==> config.mk <==
export PLATFORM = sky130hd
export DESIGN_NAME = configurable_crc_engine
export DESIGN_NICKNAME = d
export VERILOG_FILES = /design/src/design/cce_pkg.sv /design/src/design/cce_csr.sv /design/src/design/cce_datapath.sv /design/src/design/configurable_crc_engine.sv
export SDC_FILE = /design/constraint.sdc
export NUM_CORES = 1
export LEC_CHECK = 0
export ABC_CLOCK_PERIOD_IN_PS = 24500
export BUFFER_PORTS_ARGS = -buffer_cell sky130_fd_sc_hd__buf_2
export CAP_MARGIN = 20
export CORE_ASPECT_RATIO = 2
export CORE_MARGIN = 10
export CORE_UTILIZATION = 44
export CTS_CLUSTER_DIAMETER = 30
export DETAILED_ROUTE_END_ITERATION = 6
export GPL_TIMING_DRIVEN = 0
export SYNTH_ARGS = -nofsm -noshare
export SYNTH_HDL_FRONTEND = slang
export SYNTH_SLANG_ARGS = --single-unit
==> constraint.sdc <==
create_clock -name clock -period 24.5 [get_ports clock]
set_input_delay 1.225 -clock clock [delete_from_list [all_inputs] [get_ports clock]]
set_output_delay 1.225 -clock clock [all_outputs]
set_load 0.02 [all_outputs]
==> src/design/cce_pkg.sv <==
// Types, constants and helpers shared by the CRC engine
package cce_pkg;

   localparam int CFG_WORD_WIDTH    = 32;
   localparam int CRC_WIDTH_BITS    = 6;
   localparam int CRC_OUT_WIDTH     = 32;
   localparam int BYTE_WIDTH        = 8;
   localparam int CSR_ADDR_WIDTH    = 5;
   localparam int REG_INDEX_WIDTH   = 3;
   localparam int MAX_WIDTH_DEFAULT = 32;

   localparam logic [REG_INDEX_WIDTH-1:0] REG_POLYNOMIAL     = 3'd0;
   localparam logic [REG_INDEX_WIDTH-1:0] REG_CRC_WIDTH      = 3'd1;
   localparam logic [REG_INDEX_WIDTH-1:0] REG_INITIAL_VALUE  = 3'd2;
   localparam logic [REG_INDEX_WIDTH-1:0] REG_REFLECT_INPUT  = 3'd3;
   localparam logic [REG_INDEX_WIDTH-1:0] REG_REFLECT_OUTPUT = 3'd4;
   localparam logic [REG_INDEX_WIDTH-1:0] REG_FINAL_XOR      = 3'd5;

   localparam logic [CFG_WORD_WIDTH-1:0] RST_POLYNOMIAL     = 32'h04C1_1DB7;
   localparam logic [CRC_WIDTH_BITS-1:0] RST_CRC_WIDTH      = 6'd32;
   localparam logic [CFG_WORD_WIDTH-1:0] RST_INITIAL_VALUE  = 32'hFFFF_FFFF;
   localparam logic                      RST_REFLECT_INPUT  = 1'b1;
   localparam logic                      RST_REFLECT_OUTPUT = 1'b1;
   localparam logic [CFG_WORD_WIDTH-1:0] RST_FINAL_XOR      = 32'hFFFF_FFFF;

   typedef struct packed {
      logic [CFG_WORD_WIDTH-1:0] polynomial;
      logic [CRC_WIDTH_BITS-1:0] crc_width;
      logic [CFG_WORD_WIDTH-1:0] initial_value;
      logic                      reflect_input;
      logic                      reflect_output;
      logic [CFG_WORD_WIDTH-1:0] final_xor;
      logic                      restart;
   } cce_cfg_type;

   function automatic logic [BYTE_WIDTH-1:0] rev8(input logic [BYTE_WIDTH-1:0] v);
      logic [BYTE_WIDTH-1:0] r;
      for (int i = 0; i < BYTE_WIDTH; i++) begin
         r[i] = v[BYTE_WIDTH-1-i];
      end
      return r;
   endfunction

endpackage

==> src/design/cce_csr.sv <==
// APB register file holding the CRC configuration
module cce_csr (
   input  logic                                clock,
   input  logic                                reset,
   input  logic                                csr_psel,
   input  logic                                csr_penable,
   input  logic                                csr_pwrite,
   input  logic [cce_pkg::CSR_ADDR_WIDTH-1:0]  csr_paddr,
   input  logic [cce_pkg::CFG_WORD_WIDTH-1:0]  csr_pwdata,
   output logic [cce_pkg::CFG_WORD_WIDTH-1:0]  csr_prdata,
   output logic                                csr_pready,
   output cce_pkg::cce_cfg_type                cfg
);
   import cce_pkg::*;

   logic [CFG_WORD_WIDTH-1:0]  polynomial_ff,  polynomial_in;
   logic [CRC_WIDTH_BITS-1:0]  crc_width_ff,   crc_width_in;
   logic [CFG_WORD_WIDTH-1:0]  initial_ff,     initial_in;
   logic                       refl_in_ff,     refl_in_in;
   logic                       refl_out_ff,    refl_out_in;
   logic [CFG_WORD_WIDTH-1:0]  final_xor_ff,   final_xor_in;
   logic                       restart_ff,     restart_in;
   logic [REG_INDEX_WIDTH-1:0] index;
   logic                       wr_en;

   assign index      = csr_paddr[CSR_ADDR_WIDTH-1:2];
   assign wr_en      = csr_psel && csr_penable && csr_pwrite;
   assign csr_pready = 1'b1;

   always_comb begin
      polynomial_in = polynomial_ff;
      crc_width_in  = crc_width_ff;
      initial_in    = initial_ff;
      refl_in_in    = refl_in_ff;
      refl_out_in   = refl_out_ff;
      final_xor_in  = final_xor_ff;
      restart_in    = 1'b0;
      if (wr_en) begin
         restart_in = 1'b1;
         case (index)
            REG_POLYNOMIAL:     polynomial_in = csr_pwdata;
            REG_CRC_WIDTH:      crc_width_in  = csr_pwdata[CRC_WIDTH_BITS-1:0];
            REG_INITIAL_VALUE:  initial_in    = csr_pwdata;
            REG_REFLECT_INPUT:  refl_in_in    = csr_pwdata[0];
            REG_REFLECT_OUTPUT: refl_out_in   = csr_pwdata[0];
            REG_FINAL_XOR:      final_xor_in  = csr_pwdata;
            default:            restart_in    = 1'b0;
         endcase
      end
   end

   // restart is held through reset so the working register loads the reset values
   always_ff @(posedge clock) begin
      if (reset) begin
         polynomial_ff <= RST_POLYNOMIAL;
         crc_width_ff  <= RST_CRC_WIDTH;
         initial_ff    <= RST_INITIAL_VALUE;
         refl_in_ff    <= RST_REFLECT_INPUT;
         refl_out_ff   <= RST_REFLECT_OUTPUT;
         final_xor_ff  <= RST_FINAL_XOR;
         restart_ff    <= 1'b1;
      end else begin
         polynomial_ff <= polynomial_in;
         crc_width_ff  <= crc_width_in;
         initial_ff    <= initial_in;
         refl_in_ff    <= refl_in_in;
         refl_out_ff   <= refl_out_in;
         final_xor_ff  <= final_xor_in;
         restart_ff    <= restart_in;
      end
   end

   always_comb begin
      case (index)
         REG_POLYNOMIAL:     csr_prdata = polynomial_ff;
         REG_CRC_WIDTH:      csr_prdata = CFG_WORD_WIDTH'(crc_width_ff);
         REG_INITIAL_VALUE:  csr_prdata = initial_ff;
         REG_REFLECT_INPUT:  csr_prdata = CFG_WORD_WIDTH'(refl_in_ff);
         REG_REFLECT_OUTPUT: csr_prdata = CFG_WORD_WIDTH'(refl_out_ff);
         REG_FINAL_XOR:      csr_prdata = final_xor_ff;
         default:            csr_prdata = '0;
      endcase
   end

   assign cfg.polynomial     = polynomial_ff;
   assign cfg.crc_width      = crc_width_ff;
   assign cfg.initial_value  = initial_ff;
   assign cfg.reflect_input  = refl_in_ff;
   assign cfg.reflect_output = refl_out_ff;
   assign cfg.final_xor      = final_xor_ff;
   assign cfg.restart        = restart_ff;

endmodule

==> src/design/cce_datapath.sv <==
// Input register, byte-wise CRC update and result register
module cce_datapath #(
   parameter int MAX_WIDTH = cce_pkg::MAX_WIDTH_DEFAULT
) (
   input  logic                               clock,
   input  logic                               reset,
   input  cce_pkg::cce_cfg_type               cfg,
   input  logic                               req_valid,
   output logic                               req_stall,
   input  logic [cce_pkg::BYTE_WIDTH-1:0]     req_data_byte,
   input  logic                               req_last,
   output logic                               rsp_valid,
   input  logic                               rsp_stall,
   output logic [cce_pkg::CRC_OUT_WIDTH-1:0]  rsp_crc_value
);
   import cce_pkg::*;

   localparam int WW = $clog2(MAX_WIDTH + 1);
   localparam int IW = $clog2(MAX_WIDTH);
   localparam int XW = (MAX_WIDTH > CRC_OUT_WIDTH) ? MAX_WIDTH : CRC_OUT_WIDTH;

   logic                     s1_valid_ff, s1_valid_in;
   logic [BYTE_WIDTH-1:0]    s1_data_ff;
   logic                     s1_last_ff;
   logic [MAX_WIDTH-1:0]     crc_ff, crc_in;
   logic                     out_valid_ff, out_valid_in;
   logic [CRC_OUT_WIDTH-1:0] out_crc_ff;

   logic                     accept, advance;
   logic [WW-1:0]            eff_w;
   logic [IW-1:0]            top_idx;
   logic [MAX_WIDTH-1:0]     mask, poly_m, init_m, xor_m, b_ext, work, rev, fin;
   logic [XW-1:0]            poly_x, init_x, xor_x, fin_x;
   logic [BYTE_WIDTH-1:0]    byte_use;
   logic                     top;

   assign advance   = s1_valid_ff && (!s1_last_ff || !out_valid_ff || !rsp_stall);
   assign req_stall = s1_valid_ff && !advance;
   assign accept    = req_valid && !req_stall;

   always_comb begin
      if (cfg.crc_width < CRC_WIDTH_BITS'(8)) begin
         eff_w = WW'(8);
      end else if (int'(cfg.crc_width) > MAX_WIDTH) begin
         eff_w = WW'(MAX_WIDTH);
      end else begin
         eff_w = WW'(cfg.crc_width);
      end
      for (int i = 0; i < MAX_WIDTH; i++) begin
         mask[i] = (i < int'(eff_w));
      end
      top_idx = IW'(eff_w - WW'(1));

      poly_x = XW'(cfg.polynomial);
      init_x = XW'(cfg.initial_value);
      xor_x  = XW'(cfg.final_xor);
      poly_m = poly_x[MAX_WIDTH-1:0] & mask;
      init_m = init_x[MAX_WIDTH-1:0] & mask;
      xor_m  = xor_x[MAX_WIDTH-1:0] & mask;

      byte_use = cfg.reflect_input ? rev8(s1_data_ff) : s1_data_ff;
      b_ext    = MAX_WIDTH'(byte_use) << (eff_w - WW'(8));

      work = (crc_ff & mask) ^ b_ext;
      for (int k = 0; k < BYTE_WIDTH; k++) begin
         top  = work[top_idx];
         work = (work << 1) & mask;
         if (top) begin
            work = work ^ poly_m;
         end
      end

      for (int i = 0; i < MAX_WIDTH; i++) begin
         if (i < int'(eff_w)) begin
            rev[i] = work[IW'(int'(eff_w) - 1 - i)];
         end else begin
            rev[i] = 1'b0;
         end
      end
      fin   = ((cfg.reflect_output ? rev : work) ^ xor_m) & mask;
      fin_x = XW'(fin);
   end

   always_comb begin
      if (cfg.restart) begin
         crc_in = init_m;
      end else if (advance) begin
         crc_in = s1_last_ff ? init_m : work;
      end else begin
         crc_in = crc_ff;
      end

      if (accept) begin
         s1_valid_in = 1'b1;
      end else if (advance) begin
         s1_valid_in = 1'b0;
      end else begin
         s1_valid_in = s1_valid_ff;
      end

      if (advance && s1_last_ff) begin
         out_valid_in = 1'b1;
      end else if (!rsp_stall) begin
         out_valid_in = 1'b0;
      end else begin
         out_valid_in = out_valid_ff;
      end
   end

   always_ff @(posedge clock) begin
      if (reset) begin
         s1_valid_ff  <= 1'b0;
         out_valid_ff <= 1'b0;
      end else begin
         s1_valid_ff  <= s1_valid_in;
         out_valid_ff <= out_valid_in;
      end
   end

   always_ff @(posedge clock) begin
      crc_ff <= crc_in;
      if (accept) begin
         s1_data_ff <= req_data_byte;
         s1_last_ff <= req_last;
      end
      if (advance && s1_last_ff) begin
         out_crc_ff <= fin_x[CRC_OUT_WIDTH-1:0];
      end
   end

   assign rsp_valid     = out_valid_ff;
   assign rsp_crc_value = out_crc_ff;

endmodule

==> src/design/configurable_crc_engine.sv <==
// Top level of the configurable byte-wise CRC engine
// Path: a byte marked last passes the input register and then the result register.
// Throughput: one byte per cycle while the result side is free; the input register
// feeds a single pass of eight shift-XOR steps into the working and result registers.
// Reset: synchronous, active high; loads the default CRC-32 settings and the
// working register takes the initial value in the first cycle after reset.
module configurable_crc_engine #(
   parameter int MAX_WIDTH = cce_pkg::MAX_WIDTH_DEFAULT
) (
   input  logic                                clock,
   input  logic                                reset,
   input  logic                                req_valid,
   output logic                                req_stall,
   input  logic [cce_pkg::BYTE_WIDTH-1:0]      req_data_byte,
   input  logic                                req_last,
   output logic                                rsp_valid,
   input  logic                                rsp_stall,
   output logic [cce_pkg::CRC_OUT_WIDTH-1:0]   rsp_crc_value,
   input  logic                                csr_psel,
   input  logic                                csr_penable,
   input  logic                                csr_pwrite,
   input  logic [cce_pkg::CSR_ADDR_WIDTH-1:0]  csr_paddr,
   input  logic [cce_pkg::CFG_WORD_WIDTH-1:0]  csr_pwdata,
   output logic [cce_pkg::CFG_WORD_WIDTH-1:0]  csr_prdata,
   output logic                                csr_pready
);
   import cce_pkg::*;

   cce_cfg_type cfg;

   cce_csr u_csr (
      .clock       (clock),
      .reset       (reset),
      .csr_psel    (csr_psel),
      .csr_penable (csr_penable),
      .csr_pwrite  (csr_pwrite),
      .csr_paddr   (csr_paddr),
      .csr_pwdata  (csr_pwdata),
      .csr_prdata  (csr_prdata),
      .csr_pready  (csr_pready),
      .cfg         (cfg)
   );

   cce_datapath #(
      .MAX_WIDTH (MAX_WIDTH)
   ) u_datapath (
      .clock         (clock),
      .reset         (reset),
      .cfg           (cfg),
      .req_valid     (req_valid),
      .req_stall     (req_stall),
      .req_data_byte (req_data_byte),
      .req_last      (req_last),
      .rsp_valid     (rsp_valid),
      .rsp_stall     (rsp_stall),
      .rsp_crc_value (rsp_crc_value)
   );

endmodule

==> impl_metrics.json, run 1 <==
{
  "synth_seq_cells": 180,
  "synthTopCellsByArea": "edfxtp_1 9.3%, dfxtp_1 9.1%, nand2_1 8.6%, mux2i_1 7.0%, xnor2_1 6.5%",
  "synth_warnings": 0,
  "clock-sinks": 180,
  "die_w_um": 183,
  "grt_max_degree": 33,
  "synthXorXnorAreaFrac": 0.0892,
  "yosys.area.top_type": "edfxtp_1",
  "numPortBuffers": 115,
  "grt_overflow": 702,
  "track_usage": 0.683,
  "synth_compound_area_frac": 0.275,
  "clockBufferDepth": 3,
  "cts_buffers": 25,
  "synth_edf_count": 73,
  "syn_avg_cell_area_um2": 7.22,
  "ys.flop_type": "dfxtp_1",
  "htreeDepth": 4,
  "grt_pass1_vias": 36500,
  "synth-seq-area-share": 0.185,
  "synth_mux_area_frac": 0.0962,
  "synth.distinct_cells": 110,
  "clock-root-buffer": "clkbuf_16",
  "synth_top_family_by_area": "simple AND/OR/NAND/NOR gates",
  "holdBufCountCts": 0,
  "failed_stage": "5_1_grt",
  "place_congestion": 1.25,
  "synthAdderAreaFrac": 0.0117,
  "syn_area_mm2": 0.0234,
  "place_inst": 4059,
  "yosys.area.top_type_share": 0.0935,
  "synth_simple_gate_area_share": 0.283,
  "syn_nets": 3324,
  "row_count": 119,
  "error": "[ERROR GRT-0116] Global routing finished with congestion. Check the congestion regions in the DRC Viewer.",
  "dieHeight_um": 346,
  "grt_pass1_wl_mm": 326,
  "async_flop_share": 0,
  "dp_hpwl_mm": 145,
  "start_util": 0.445,
  "dpl-instance-area_mm2": 0.0253,
  "netlist_instances": 3249,
  "io-pin-count": 120,
  "status": "did not finish"
}
## Yosys cell counts, types with 56 or more instances
master and count:
xor2_1 60, dfxtp_1 107, edfxtp_1 73, o21ai_0 123, nand3_1 143, nor2_1 290, xnor2_1 175, a21oi_1 184
nand2_1 539, nor3_1 67, inv_1 56, mux2i_1 164, clkbuf_1 166
## cells by family after synthesis
| group | count (synthesis) |
|---|---|
| adder cells (fa/ha/maj) | 22 |
| flip-flops | 180 |
| AO/OA/AOI/OAI | 896 |
| XOR/XNOR | 237 |
| AND/OR/NAND/NOR | 1391 |
| other | 1 |
| buffers and inverters | 323 |
| multiplexers | 199 |
## layer usage
| metal | global-route usage | overflow |
|---|---|---|
| met5 | 0.167 | 0 |
| met1 | 0.676 | 5 |
| met2 | 0.858 | 427 |
| met4 | 0.688 | 255 |
| met3 | 0.518 | 15 |
## metrics by stage
stage,hold WS (ps),setup slack [ps],util
global placement,485,-7480,0.472
CTS,516,15.7,0.502
floorplan,456,7200,-
detailed placement,499,-6960,0.479
## what timing repair did
action                                  in CTS
pin swaps                                    7
gates cloned                                 0
buffers inserted                             9
gates resized for setup                     78
endpoints found under the setup margin      64
==> run 2: changes to the inputs <==
--- a/config.mk
+++ b/config.mk
@@ -8,12 +8,11 @@
 export ABC_CLOCK_PERIOD_IN_PS = 24500
 export BUFFER_PORTS_ARGS = -buffer_cell sky130_fd_sc_hd__buf_2
 export CAP_MARGIN = 20
-export CORE_ASPECT_RATIO = 2
 export CORE_MARGIN = 10
-export CORE_UTILIZATION = 44
-export CTS_CLUSTER_DIAMETER = 30
+export CORE_UTILIZATION = 29
 export DETAILED_ROUTE_END_ITERATION = 6
 export GPL_TIMING_DRIVEN = 0
+export PLACE_DENSITY_LB_ADDON = 0.15
 export SYNTH_ARGS = -nofsm -noshare
 export SYNTH_HDL_FRONTEND = slang
 export SYNTH_SLANG_ARGS = --single-unit
==> run 2 against run 1 <==
The flow now finishes, with violations (setup timing). Synthesized cell count unchanged. Synthesized area unchanged.
==> impl_metrics.json, run 2 <==
{
  "die_w_um": 304,
  "finalPower_mw": 2.40,
  "maxSlewViolCount": 0,
  "insertion_delay_ps": 480,
  "netlist_instances": 3249,
  "route.met3.wl_mm": 22.3,
  "min_path_type": "reg -> reg",
  "async_flop_share": 0,
  "clockBufferDepth": 2,
  "synth.distinct_cells": 110,
  "ant_nets": 0,
  "start_util": 0.292,
  "drtIter0Drc": 4475,
  "row_count": 104,
  "viasPerCell": 6.80,
  "dr.pass1.iters": 6,
  "yosys.area.top_type_share": 0.0935,
  "core_area_mm2": 0.0803,
  "track_usage": 0.399,
  "grt_pass1_vias": 28400,
  "rrSetupSlack_ps": -530,
  "cp_data_arrival_time_ps": 25250,
  "routed-via-count": 30700,
  "htreeDepth": 4,
  "timing.fmax_ghz": 0.0400,
  "ir_drop_uv": 63.5,
  "final.min_clock_period_ps": 25030,
  "syn_area_mm2": 0.0234,
  "grt_setup_unrepaired": "no",
  "max-slew-margin-rel": 0.124,
  "place_congestion": 1.08,
  "maxUsedRoutingLayer": "met5",
  "dp_hpwl_mm": 156,
  "dpl-instance-area_mm2": 0.0262,
  "crit_fanout": 10,
  "crit_path_end_kind": "flip-flop",
  "grt_pass1_wl_mm": 257,
  "cts_tree": "done",
  "path_clk_slew_ps": 80,
  "leakage_nw": 10.2,
  "yosys.area.top_type": "edfxtp_1",
  "io-pin-count": 120,
  "skew_ps": 22.2,
  "dr_wl_met2_mm": 81.0,
  "antenna_found_initial": 17,
  "synthTopCellsByCount": "539 x nand2_1, 290 x nor2_1, 184 x a21oi_1",
  "synth_seq_cells": 180,
  "drc_errors": 0,
  "fill_cells": 8746,
  "finalCritPeriodShare": 1.02,
  "syn_avg_cell_area_um2": 7.22,
  "synth-seq-area-share": 0.185,
  "nNetsFinal": 3515,
  "layout_common_cells": "535 x nand2_1, 278 x nor2_1, 169 x a21oi_1",
  "crit_path_frequent_cell": "buf_2",
  "synthTopCellsByArea": "edfxtp_1 9.3%, dfxtp_1 9.1%, nand2_1 8.6%, mux2i_1 7.0%, xnor2_1 6.5%",
  "grt_max_degree": 26,
  "dieHeight_um": 304,
  "numPortBuffers": 115,
  "finalSetupViolCount": 25,
  "final_common_cell": "nand2_1",
  "wire_per_inst_um": 43.3,
  "clock-root-buffer": "clkbuf_16",
  "crit_path_max_incr_delay_ps": 630,
  "syn_nets": 3324,
  "cp-start-kind": "flip-flop",
  "hold_viol_final": 0,
  "drive_gt1_frac": 0.147,
  "yosys.cell_count.top_type": "nand2_1",
  "p_per_area_mw_per_mm2": 87.5,
  "synthToLayoutAreaGrowth_pct": 17.2,
  "clock-sinks": 180,
  "fin_area_mm2": 0.0275,
  "holdWs_ps": 511,
  "violations": "setup timing",
  "pre_cts_ws_ps": -6340,
  "synth_edf_count": 73,
  "critPathKind": "reg -> reg",
  "cts_buffers": 17,
  "drt-met1-wl_mm": 72.2,
  "cp.required_ps": 24720,
  "wl_mm": 196,
  "synth_warnings": 0,
  "dieArea_mm2": 0.0926,
  "grt_overflow": 0,
  "worst_slack_ps": -531,
  "cp_slowest_cell": "a2111oi_4",
  "max_cap_viol_count": 0,
  "tightest_slew_ps": 1310,
  "status": "finished, violations left",
  "ys.flop_type": "dfxtp_1"
}
-- run 2: path summary, 6_finish.rpt --
| path | start | depth (start not counted) | end |
|---|---|---|---|
| worst max-delay path | u_csr.crc_width_ff[3] | 73 | u_datapath.rsp_crc_value[12] |
| worst max register to register | u_csr.crc_width_ff[3] | 73 | u_datapath.rsp_crc_value[12] |
| worst min-delay path | u_csr.initial_ff[26] | 2 | u_csr.initial_ff[26] |
| worst min register to register | u_csr.initial_ff[26] | 2 | u_csr.initial_ff[26] |
-- run 2: timing repair --
action / in CTS / in global routing
hold buffers: 0 / 0
setup endpoints to repair: 64 / 32
gates resized for setup: 81 / 45
pin swaps: 3 / 5
cloned: 0 / 0
setup buffers: 4 / 1
endpoints found under the hold margin: 0 / 0
-- run 2: worst max-delay path, delay by kind of cell (launching register included) --
family	cells	cell delay, ps
AND/OR/NAND/NOR	18	5670
flip-flops	1	310
AO/OA/AOI/OAI	24	8150
multiplexers	2	650
buffers and inverters	22	7410
adder cells (fa/ha/maj)	1	360
XOR/XNOR	6	2050
-- run 2: area by class of cell --
| type | count | area, um^2 | share of cell area |
|---|---|---|---|
| plain buffers | 258 | 1210 | 0.0442 |
| repair buffers | 173 | 1390 | 0.0506 |
| clock buffers | 23 | 522 | 0.0190 |
| multi-input cells | 2746 | 18300 | 0.667 |
| diodes | 6 | 15.0 | 0.000546 |
| clock inverters | 8 | 110 | 0.00401 |
| flip-flops and latches | 180 | 4330 | 0.158 |
| inverters | 64 | 240 | 0.00874 |
| well taps | 1060 | 1330 | 0.0483 |
-- run 2: logic make-up (layout without fill, tap and decap cells) --
kind of cell             Yosys count  count (layout)  share of synthesized area
flip-flops                       180             180                      0.185
other                              1               7                   0.000160
XOR/XNOR                         237             237                     0.0892
adder cells (fa/ha/maj)           22              22                     0.0117
multiplexers                     199             199                     0.0962
AO/OA/AOI/OAI                    896             896                      0.275
buffers and inverters            323             526                     0.0600
AND/OR/NAND/NOR                 1391            1391                      0.283
-- run 2: report_power, final --
| part | internal (mW) | leakage [nW] | switching (mW) | total (mW) |
|---|---|---|---|---|
| combinational | 0.561 | 8.35 | 1.17 | 1.74 |
| sequential | 0.351 | 1.52 | 0.0122 | 0.363 |
| clock | 0.172 | 0.304 | 0.133 | 0.305 |
-- run 2: through the flow --
step | util | TNS [ps] | std cells
after floorplan | - | 0 | 3249
after global routing | 0.342 | 0 | 4513
after global placement | 0.316 | -372010 | 4424
final | 0.342 | -7230 | 4518
after CTS | 0.339 | 0 | 4506
after detailed placement | 0.326 | -297800 | 4472
-- run 2: per-layer routing --
layer / global-route usage / up-vias
met5: 0 / -
met2: 0.589 / 2494
met1: 0.468 / 15000
met3: 0.119 / 725
li1: - / 12500
met4: 0.344 / 16
Note: power is estimated with default switching activity, not from simulation.
